==> src/sv/assert_macros.svh <==
// Assertion macros for the RTL of the charset detector.
`ifndef ASSERT_MACROS_SVH
`define ASSERT_MACROS_SVH
`ifndef SYNTHESIS
// Check a property at every rising edge outside reset.
`define ASSERT_CLK(label, clk, rst, prop, msg) \
  label: assert property (@(posedge clk) disable iff (rst) (prop)) else $error(msg);
// Check a property at every rising edge, reset included.
`define ASSERT_ALWAYS(label, clk, prop, msg) \
  label: assert property (@(posedge clk) (prop)) else $error(msg);
`else
`define ASSERT_CLK(label, clk, rst, prop, msg)
`define ASSERT_ALWAYS(label, clk, prop, msg)
`endif
`endif

==> src/sv/jcd_pkg.sv <==
// Types and constants of the Japanese charset detector.
`timescale 1ns / 1ps
package jcd_pkg;

  localparam int BYTE_W  = 8;
  localparam int SCORE_W = 13;
  localparam int PEND_W  = 3;

  // Result codes of the charset decision
  typedef enum logic [1:0] {
    CS_NONE = 2'd0,
    CS_SJIS = 2'd1,
    CS_EUC  = 2'd2,
    CS_UTF8 = 2'd3
  } jcd_charset_t;

  // Per-decoder mode flags carried from byte to byte
  typedef struct packed {
    logic              sjis_lead;
    logic              euc_lead;
    logic [PEND_W-1:0] utf8_pending;
    logic              utf8_failed;
  } jcd_flags_t;

  // Score events raised by one byte
  typedef struct packed {
    logic sjis_hit;
    logic euc_hit;
    logic utf8_hit;
    logic utf8_err;
  } jcd_event_t;

  localparam jcd_flags_t FLAGS_RESET = '{
    sjis_lead:    1'b0,
    euc_lead:     1'b0,
    utf8_pending: '0,
    utf8_failed:  1'b0
  };

endpackage

==> src/sv/japanese_charset_detector.sv <==
// Usage notes:
// Input channel: data_byte with last_byte, under in_valid / in_stall. Set
// last_byte on the final byte of a buffer. Output channel: charset_id, the
// three scores and utf8_invalid, under out_valid / out_stall; exactly one
// result item comes out for each buffer, on its final byte only.
// An accepted byte goes into the input register and is scored from there;
// a final byte's result item goes into the result register and out_valid.
// Throughput is one byte per cycle while no final byte is held by in_stall;
// the limit is the single scoring stage between the two registers.
// Scores saturate at MAX_BYTES and are reported in their low 13 bits.
// After a final byte all scores and modes go back to zero for the next buffer.
// Reset (rst, synchronous) clears the scores, the modes and both valid flags.
// While the receiver stalls and a result item waits, bytes that are not final
// keep flowing; a final byte waits in the input register and in_stall rises.
`timescale 1ns / 1ps
`include "assert_macros.svh"
module japanese_charset_detector #(
  parameter int MAX_BYTES = 4096
) (
  input  logic                          clk,
  input  logic                          rst,
  input  logic                          in_valid,
  output logic                          in_stall,
  input  logic [jcd_pkg::BYTE_W-1:0]    data_byte,
  input  logic                          last_byte,
  output logic                          out_valid,
  input  logic                          out_stall,
  output logic [1:0]                    charset_id,
  output logic [jcd_pkg::SCORE_W-1:0]   sjis_score,
  output logic [jcd_pkg::SCORE_W-1:0]   euc_score,
  output logic [jcd_pkg::SCORE_W-1:0]   utf8_score,
  output logic                          utf8_invalid
);

  localparam int CNT_W   = $clog2(MAX_BYTES + 1);
  localparam int SCORE_W = jcd_pkg::SCORE_W;
  localparam logic [CNT_W-1:0] CNT_MAX = CNT_W'(MAX_BYTES);

  // Input register
  logic                       s1_valid;
  logic [jcd_pkg::BYTE_W-1:0] s1_byte;
  logic                       s1_last;
  logic                       s1_adv;
  logic                       s1_fire;

  // Scoring state
  jcd_pkg::jcd_flags_t flags;
  jcd_pkg::jcd_flags_t flags_next;
  jcd_pkg::jcd_event_t ev;
  logic [CNT_W-1:0]    sjis_count, sjis_count_next;
  logic [CNT_W-1:0]    euc_count, euc_count_next;
  logic [CNT_W-1:0]    utf8_count, utf8_count_next;
  jcd_pkg::jcd_charset_t charset_next;

  // A final byte needs a free result slot; other bytes always advance
  assign s1_adv   = !s1_last || !out_valid || !out_stall;
  assign s1_fire  = s1_valid && s1_adv;
  assign in_stall = s1_valid && !s1_adv;

  // Load the input register
  always_ff @(posedge clk) begin
    if (rst) begin
      s1_valid <= 1'b0;
    end else if (!in_stall) begin
      s1_valid <= in_valid;
    end
  end

  always_ff @(posedge clk) begin
    if (in_valid && !in_stall) begin
      s1_byte <= data_byte;
      s1_last <= last_byte;
    end
  end

  jcd_step u_step (
    .data_byte  (s1_byte),
    .flags      (flags),
    .flags_next (flags_next),
    .ev         (ev)
  );

  // Saturating score updates
  always_comb begin
    sjis_count_next = sjis_count;
    euc_count_next  = euc_count;
    utf8_count_next = utf8_count;
    if (ev.sjis_hit && sjis_count < CNT_MAX) begin
      sjis_count_next = sjis_count + 1'b1;
    end
    if (ev.euc_hit && euc_count < CNT_MAX) begin
      euc_count_next = euc_count + 1'b1;
    end
    if (ev.utf8_hit && utf8_count < CNT_MAX) begin
      utf8_count_next = utf8_count + 1'b1;
    end else if (ev.utf8_err && utf8_count != '0) begin
      utf8_count_next = utf8_count - 1'b1;
    end
  end

  // Pick the charset with the strictly highest score; a tie, or a failed UTF-8 on top, gives CS_NONE
  always_comb begin
    if (euc_count_next > sjis_count_next && euc_count_next > utf8_count_next) begin
      charset_next = jcd_pkg::CS_EUC;
    end else if (!flags_next.utf8_failed && utf8_count_next > euc_count_next &&
                 utf8_count_next > sjis_count_next) begin
      charset_next = jcd_pkg::CS_UTF8;
    end else if (sjis_count_next > euc_count_next &&
                 sjis_count_next > utf8_count_next) begin
      charset_next = jcd_pkg::CS_SJIS;
    end else begin
      charset_next = jcd_pkg::CS_NONE;
    end
  end

  // Advance the scoring state; drop back to reset after a final byte
  always_ff @(posedge clk) begin
    if (rst) begin
      flags      <= jcd_pkg::FLAGS_RESET;
      sjis_count <= '0;
      euc_count  <= '0;
      utf8_count <= '0;
    end else if (s1_fire) begin
      if (s1_last) begin
        flags      <= jcd_pkg::FLAGS_RESET;
        sjis_count <= '0;
        euc_count  <= '0;
        utf8_count <= '0;
      end else begin
        flags      <= flags_next;
        sjis_count <= sjis_count_next;
        euc_count  <= euc_count_next;
        utf8_count <= utf8_count_next;
      end
    end
  end

  // Result register
  always_ff @(posedge clk) begin
    if (rst) begin
      out_valid <= 1'b0;
    end else if (s1_fire && s1_last) begin
      out_valid <= 1'b1;
    end else if (!out_stall) begin
      out_valid <= 1'b0;
    end
  end

  always_ff @(posedge clk) begin
    if (s1_fire && s1_last) begin
      charset_id   <= charset_next;
      sjis_score   <= SCORE_W'(sjis_count_next);
      euc_score    <= SCORE_W'(euc_count_next);
      utf8_score   <= SCORE_W'(utf8_count_next);
      utf8_invalid <= flags_next.utf8_failed;
    end
  end

  `ASSERT_CLK(a_cnt_bound, clk, rst, sjis_count <= CNT_MAX && euc_count <= CNT_MAX && utf8_count <= CNT_MAX, "score above saturation limit")
  `ASSERT_CLK(a_pend_range, clk, rst, flags.utf8_pending <= 3'd5, "UTF-8 pending count out of range")
  `ASSERT_CLK(a_clear_after_last, clk, rst, (s1_fire && s1_last) |=> (sjis_count == '0 && euc_count == '0 && utf8_count == '0 && !flags.utf8_failed), "state not cleared after final item")
  `ASSERT_CLK(a_utf8_frozen, clk, rst, (flags.utf8_failed && !(s1_fire && s1_last)) |=> $stable(utf8_count), "UTF-8 score moved after failure")

endmodule

==> src/sv/jcd_step.sv <==
// Per-byte decoder: next mode flags and score events for one byte.
`timescale 1ns / 1ps
module jcd_step (
  input  logic [jcd_pkg::BYTE_W-1:0] data_byte,
  input  jcd_pkg::jcd_flags_t        flags,
  output jcd_pkg::jcd_flags_t        flags_next,
  output jcd_pkg::jcd_event_t        ev
);

  logic sjis_lead_byte;
  logic sjis_trail_byte;
  logic euc_byte;
  logic utf8_cont;

  // Classify the byte
  assign sjis_lead_byte  = (data_byte >= 8'h81 && data_byte <= 8'h9f) ||
                           (data_byte >= 8'he0 && data_byte <= 8'hf0);
  assign sjis_trail_byte = (data_byte >= 8'h40 && data_byte <= 8'h7e) ||
                           (data_byte >= 8'h80 && data_byte <= 8'hfc);
  assign euc_byte        = (data_byte >= 8'ha1 && data_byte <= 8'hfe);
  assign utf8_cont       = (data_byte[7:6] == 2'b10);

  always_comb begin
    flags_next = flags;
    ev         = '0;

    // Shift_JIS: score a trail byte after a lead, else look for a lead
    if (flags.sjis_lead) begin
      ev.sjis_hit          = sjis_trail_byte;
      flags_next.sjis_lead = 1'b0;
    end else begin
      flags_next.sjis_lead = sjis_lead_byte;
    end

    // EUC-JP: score a second high byte after a first one
    if (flags.euc_lead) begin
      ev.euc_hit          = euc_byte;
      flags_next.euc_lead = 1'b0;
    end else begin
      flags_next.euc_lead = euc_byte;
    end

    // UTF-8: freeze the UTF-8 state once failed
    if (!flags.utf8_failed) begin
      if (flags.utf8_pending == '0) begin
        if (data_byte[7]) begin
          casez (data_byte)
            8'b110?_????: flags_next.utf8_pending = 3'd1;
            8'b1110_????: flags_next.utf8_pending = 3'd2;
            8'b1111_0???: flags_next.utf8_pending = 3'd3;
            8'b1111_10??: flags_next.utf8_pending = 3'd4;
            8'b1111_110?: flags_next.utf8_pending = 3'd5;
            default: begin
              ev.utf8_err            = 1'b1;
              flags_next.utf8_failed = 1'b1;
            end
          endcase
        end
      end else if (utf8_cont) begin
        ev.utf8_hit             = 1'b1;
        flags_next.utf8_pending = flags.utf8_pending - 3'd1;
      end else begin
        ev.utf8_err             = 1'b1;
        flags_next.utf8_pending = '0;
        flags_next.utf8_failed  = 1'b1;
      end
    end
  end

endmodule
==> config.mk <==
export PLATFORM = sky130hd
export DESIGN_NAME = japanese_charset_detector
export DESIGN_NICKNAME = d
export VERILOG_FILES = /design/src/sv/jcd_pkg.sv /design/src/sv/japanese_charset_detector.sv /design/src/sv/jcd_step.sv
export VERILOG_INCLUDE_DIRS = /design/src /design/src/sv
export SDC_FILE = /design/constraint.sdc
export NUM_CORES = 1
export LEC_CHECK = 0
export BUFFER_PORTS_ARGS = -buffer_cell sky130_fd_sc_hd__buf_2
export CAP_MARGIN = 20
export CORE_MARGIN = 2
export CORE_UTILIZATION = 55
export CTS_BUF_LIST = sky130_fd_sc_hd__clkbuf_8
export CTS_CLUSTER_SIZE = 10
export DETAILED_ROUTE_END_ITERATION = 7
export HOLD_SLACK_MARGIN = 0.12
export PLACE_DENSITY = 0.75
export RECOVER_POWER = 100
export SLEW_MARGIN = 20
export SYNTH_ARGS = -nofsm -noshare
export SYNTH_HDL_FRONTEND = slang
export SYNTH_HIERARCHICAL = 1
export SYNTH_SLANG_ARGS = --single-unit
==> constraint.sdc <==
create_clock -name clk -period 4.23 [get_ports clk]
set_input_delay 0.846 -clock clk [delete_from_list [all_inputs] [get_ports clk]]
set_output_delay 0.846 -clock clk [all_outputs]
set_load 0.03 [all_outputs]
==> results list <==
- Required time at the worst-slack endpoint: 4.38 ns
- Number of buffers inserted by port buffering: 56
* Final worst path period share: 94.5%
- Clock transition at the register clock pins on the worst setup and hold paths after CTS: 0.10 ns
- In this run the core area contains 37 standard-cell rows.
- Synthesis produced a netlist whose cell count is 636.
* Synth warnings: 6
- Layout Area Growth over Synthesis: 10.7%
- After detailed routing, the number of remaining DRC violations is 0.
- In this design, the critical path's most frequently occurring cell is sky130_fd_sc_hd__inv_1.
- Once the floorplan was initialized, standard cells occupied 56.9% of the core.
* RD Place Congestion: 0.877
- Dividing the detail-routed wire length by the instance count gives 17.9 um.
- For this design, the sink count on the clock tree is 98.
- Part of the total power dissipated in combinational logic: 6.3%
- Predominant post-synthesis flop cell: sky130_fd_sc_hd__edfxtp_1
- Fraction of final layout cells sized beyond drive strength 1: 9.59%
* Number of enable flip-flop cells after synthesis: 51
- Remaining number of nets flagged by the antenna check after routing: 0
- Slew at the pin closest to its max-slew limit: 2.27 ns
- In the final timing run, aggregate negative setup slack is 0 ns.
* FF+latch count, synth: 98
- Critical path, cell by cell: inv_1, ha_1, nor2b_1, buf_4, o21a_1, nor3_2, inv_1, a41o_1, or3b_2, o211ai_1, inv_1, ha_1, nand3_1, o221ai_1, a311oi_1, o221ai_1, a32o_1
- Insertion delay to the later sink of the worst-skew pair: 0.39 ns
- The tightest hold path in the finished design has a slack of 0.478 ns.
- The final reports fail on capacitance limit, slew limit.
- The mapped netlist covers 5870 sq um.
* Internal Dissipation: 1.39 mW
* Maximum clock frequency: 250 MHz
- Counting every net in the synthesized netlist gives 695.
* Min Clock Period, post-route: 4.00 ns
- CTS tree: built
- Net switching power: 469 uW
* Adder-cell share of the synthesized area: 9.97%
- The clock tree synthesis step divided the H-tree into 3 levels.
* Top cells by instance count after synthesis: sky130_fd_sc_hd__nand2_1 (57), sky130_fd_sc_hd__edfxtp_1 (51), sky130_fd_sc_hd__a21oi_1 (47), sky130_fd_sc_hd__dfxtp_1 (47), sky130_fd_sc_hd__ha_1 (46)
- Relative contribution of the clock network to total power: 38.4%
* Per-instance average area after synthesis: 9.23 sq um
- Post-placement setup slack: -0.0151 ns
- Post-CTS timing repair inserted 0 buffers for setup.
- Total detailed-routing wirelength: 14800 um
* Category of the critical setup timing path: flop to flop
- Proportion of power drawn by flip-flops and latches: 55.3%
* Global-route total usage across every layer: 26.7%
* Combinational family with the most area after synthesis: simple AND/OR/NAND/NOR gates
- Number of CTS-inserted buffers: 9
* Post-DR vias/cell: 6.13
* Post-Route Skew: 0.0109 ns
- Final instance area: 6500 sq um
- Largest vdd supply drop: 246 uV
- From bottom edge to top edge, the die measures 107 um.
- Fraction of the mapped netlist area in simple logic gates: 21.8%
- Clock tree synthesis selected as its root buffer the cell sky130_fd_sc_hd__clkbuf_8.
* Leading cell types by total area after synthesis: sky130_fd_sc_hd__edfxtp_1 (26%), sky130_fd_sc_hd__dfxtp_1 (16%), sky130_fd_sc_hd__ha_1 (9.8%)
- In the synthesized netlist the async set-or-reset flop fraction comes to 0%.
* Vias post-DR: 5047
* Wire length of the first global-routing pass: 23800 um
* Signal arrival time at the worst endpoint: 4.14 ns
* Most repeated cell in the gate-level netlist after synthesis: sky130_fd_sc_hd__nand2_1
- Startpoint Class: flop
- 0 antenna diodes ended up in the layout.
* Die Outline Area: 11500 sq um
- The first detailed-routing pass took 7 iterations.
- Run status: finished, violations left
* Worst-path maximum fanout: 8
* Overall power consumption: 1.86 mW
* Via count of the first global-routing pass: 4890
- Path class of the lowest-slack min-delay path: flop to flop
- Number of different library cells in the post-synthesis netlist: 64
- The worst pin sits at a relative slew slack of -51.3%.
* Bufs on Longest Clock Path: 2
* Pwr per Cell Area: 286 nW/um^2
- Sequential area share after synthesis: 42.1%
- CORE AREA: 10300 sq um
- In this design, the stage delay of the slowest critical-path cell is 0.47 ns.
- Minimum setup slack in the final design: 0.231 ns
* Congestion Overflow GR: 0
- The die is 107 um wide.
- Final layout net count: 742
* Worst Setup End Kind: flop
* I/O pin total: 57
- Maximum capacitance violations: 1
* Final count of pins violating max slew: 48
* Antenna violations before repair: 0
* Area of placed instances: 6280 sq um
* Leak: 2.51 nW
- The largest total area in the synthesized netlist belongs to sky130_fd_sc_hd__edfxtp_1.
- The synthesized netlist devotes 14.7% of its cell area to compound gates.
* Switching portion of total power: 25.3%
- Placed wire-length estimate: 10900 um
* Share of the synthesized netlist area taken by xor and xnor gates: 4.77%
- Maximum number of pins on one net before global-route repair: 48
- The layout has 894 filler cells.
* Proportion of synthesized area in mux cells: 1.04%
- Share of the synthesized area in the top cell type: 26.1%
- For this block, the initial DRC count from the detailed router was 291.
- Final number of setup-violating endpoints: 0
- Worst path slowest cell: sky130_fd_sc_hd__or3b_2
- The total count of hold-check failures in the final report was 0.
[per-stage QoR]
stage | std cells | utilization [%]
final | 824 | 63.0
after global routing | 824 | 63.0
after global placement | 808 | 60.9
after CTS | 824 | 63.1
after detailed placement | 808 | 60.9
after floorplan | 636 | -
[critical path, delay by kind of cell (launching register included)]
kind                     cells  cell delay [ns]
AO/OA/AOI/OAI                7             1.51
AND/OR/NAND/NOR              4             0.90
adder cells (fa/ha/maj)      2             0.53
buffers and inverters        4             0.42
flip-flops                   1             0.40
[power by group through the flow]
| stage | sequential, mW | combinational (mW) | clock [mW] |
|---|---|---|---|
| 6_report | 1.03 | 0.117 | 0.713 |
| 3_5_place_dp | 1.05 | 0.117 | 0 |
| 4_1_cts | 1.03 | 0.118 | 0.716 |
| 3_3_place_gp | 1.05 | 0.115 | 0 |
| 2_1_floorplan | 1.06 | 0.0690 | 0 |
| 5_1_grt | 1.03 | 0.127 | 0.755 |
[state kept, by name, summed over array words and instances, names as in the netlist]
name and count:
charset_id 2, euc_count 13, euc_score 13, flags 6
out_valid 1, s1_byte 8, s1_last 1, s1_valid 1
sjis_count 13, sjis_score 13, utf8_count 13, utf8_invalid 1
utf8_score 13
[what timing repair did]
| item | CTS | global route |
|---|---|---|
| gates cloned | 0 | 0 |
| gates resized for setup | 1 | 11 |
| hold buffers | 0 | 0 |
| setup endpoints to repair | 1 | 2 |
[placed cells by master (no fill, tap or decap), drive strengths merged, types with 6 or more instances in the layout]
cell type and instances:
nand3 26, nor3 13, ha 46, buf 27, inv 47, a22oi 8, xor2 12, dfxtp 47
a31oi 13, nor2b 12, a21oi 47, xnor2 20, edfxtp 51, and4 8, and2 11, or3 7
or4 6, nor2 45, clkbuf 54, o21ai 24, nand4 21, nand2b 6, nand2 57, and3 7
[cells by family (layout without fill, tap and decap cells)]
kind of cell,after synthesis,after routing
XOR/XNOR,32,32
multiplexers,6,6
flip-flops,98,98
AND/OR/NAND/NOR,239,239
adder cells (fa/ha/maj),47,47
buffers and inverters,79,131
AO/OA/AOI/OAI,135,135
[routing by layer]
metal	global-route usage, %	routed length [um]
met5	0	0
met4	12.0	437
met3	3.15	1060
met2	43.1	6860
met1	36.1	6420
[cell type report]
cell class,instances,area (sq um),area share [%]
Sequential cell,98,2470,38.0
Multi-Input combinational cell,459,3130,48.1
Inverter,43,161,2.48
Timing Repair Buffer,72,342,5.25
Clock buffer,9,124,1.90
Tap cell,136,170,2.62
Clock inverter,7,104,1.60
[final timing paths]
kind	from	to	slack, ns	cells after the start
setup / recovery	flags[1]$_SDFFE_PP0P_	charset_id[0]$_SDFFCE_PP0P_	0.23	17
hold / removal	flags[2]$_SDFFE_PP0P_	flags[2]$_SDFFE_PP0P_	0.48	2
setup reg to reg	flags[1]$_SDFFE_PP0P_	charset_id[0]$_SDFFCE_PP0P_	0.23	17
hold reg to reg	flags[2]$_SDFFE_PP0P_	flags[2]$_SDFFE_PP0P_	0.48	2
Power figures use the tool's default switching activity.
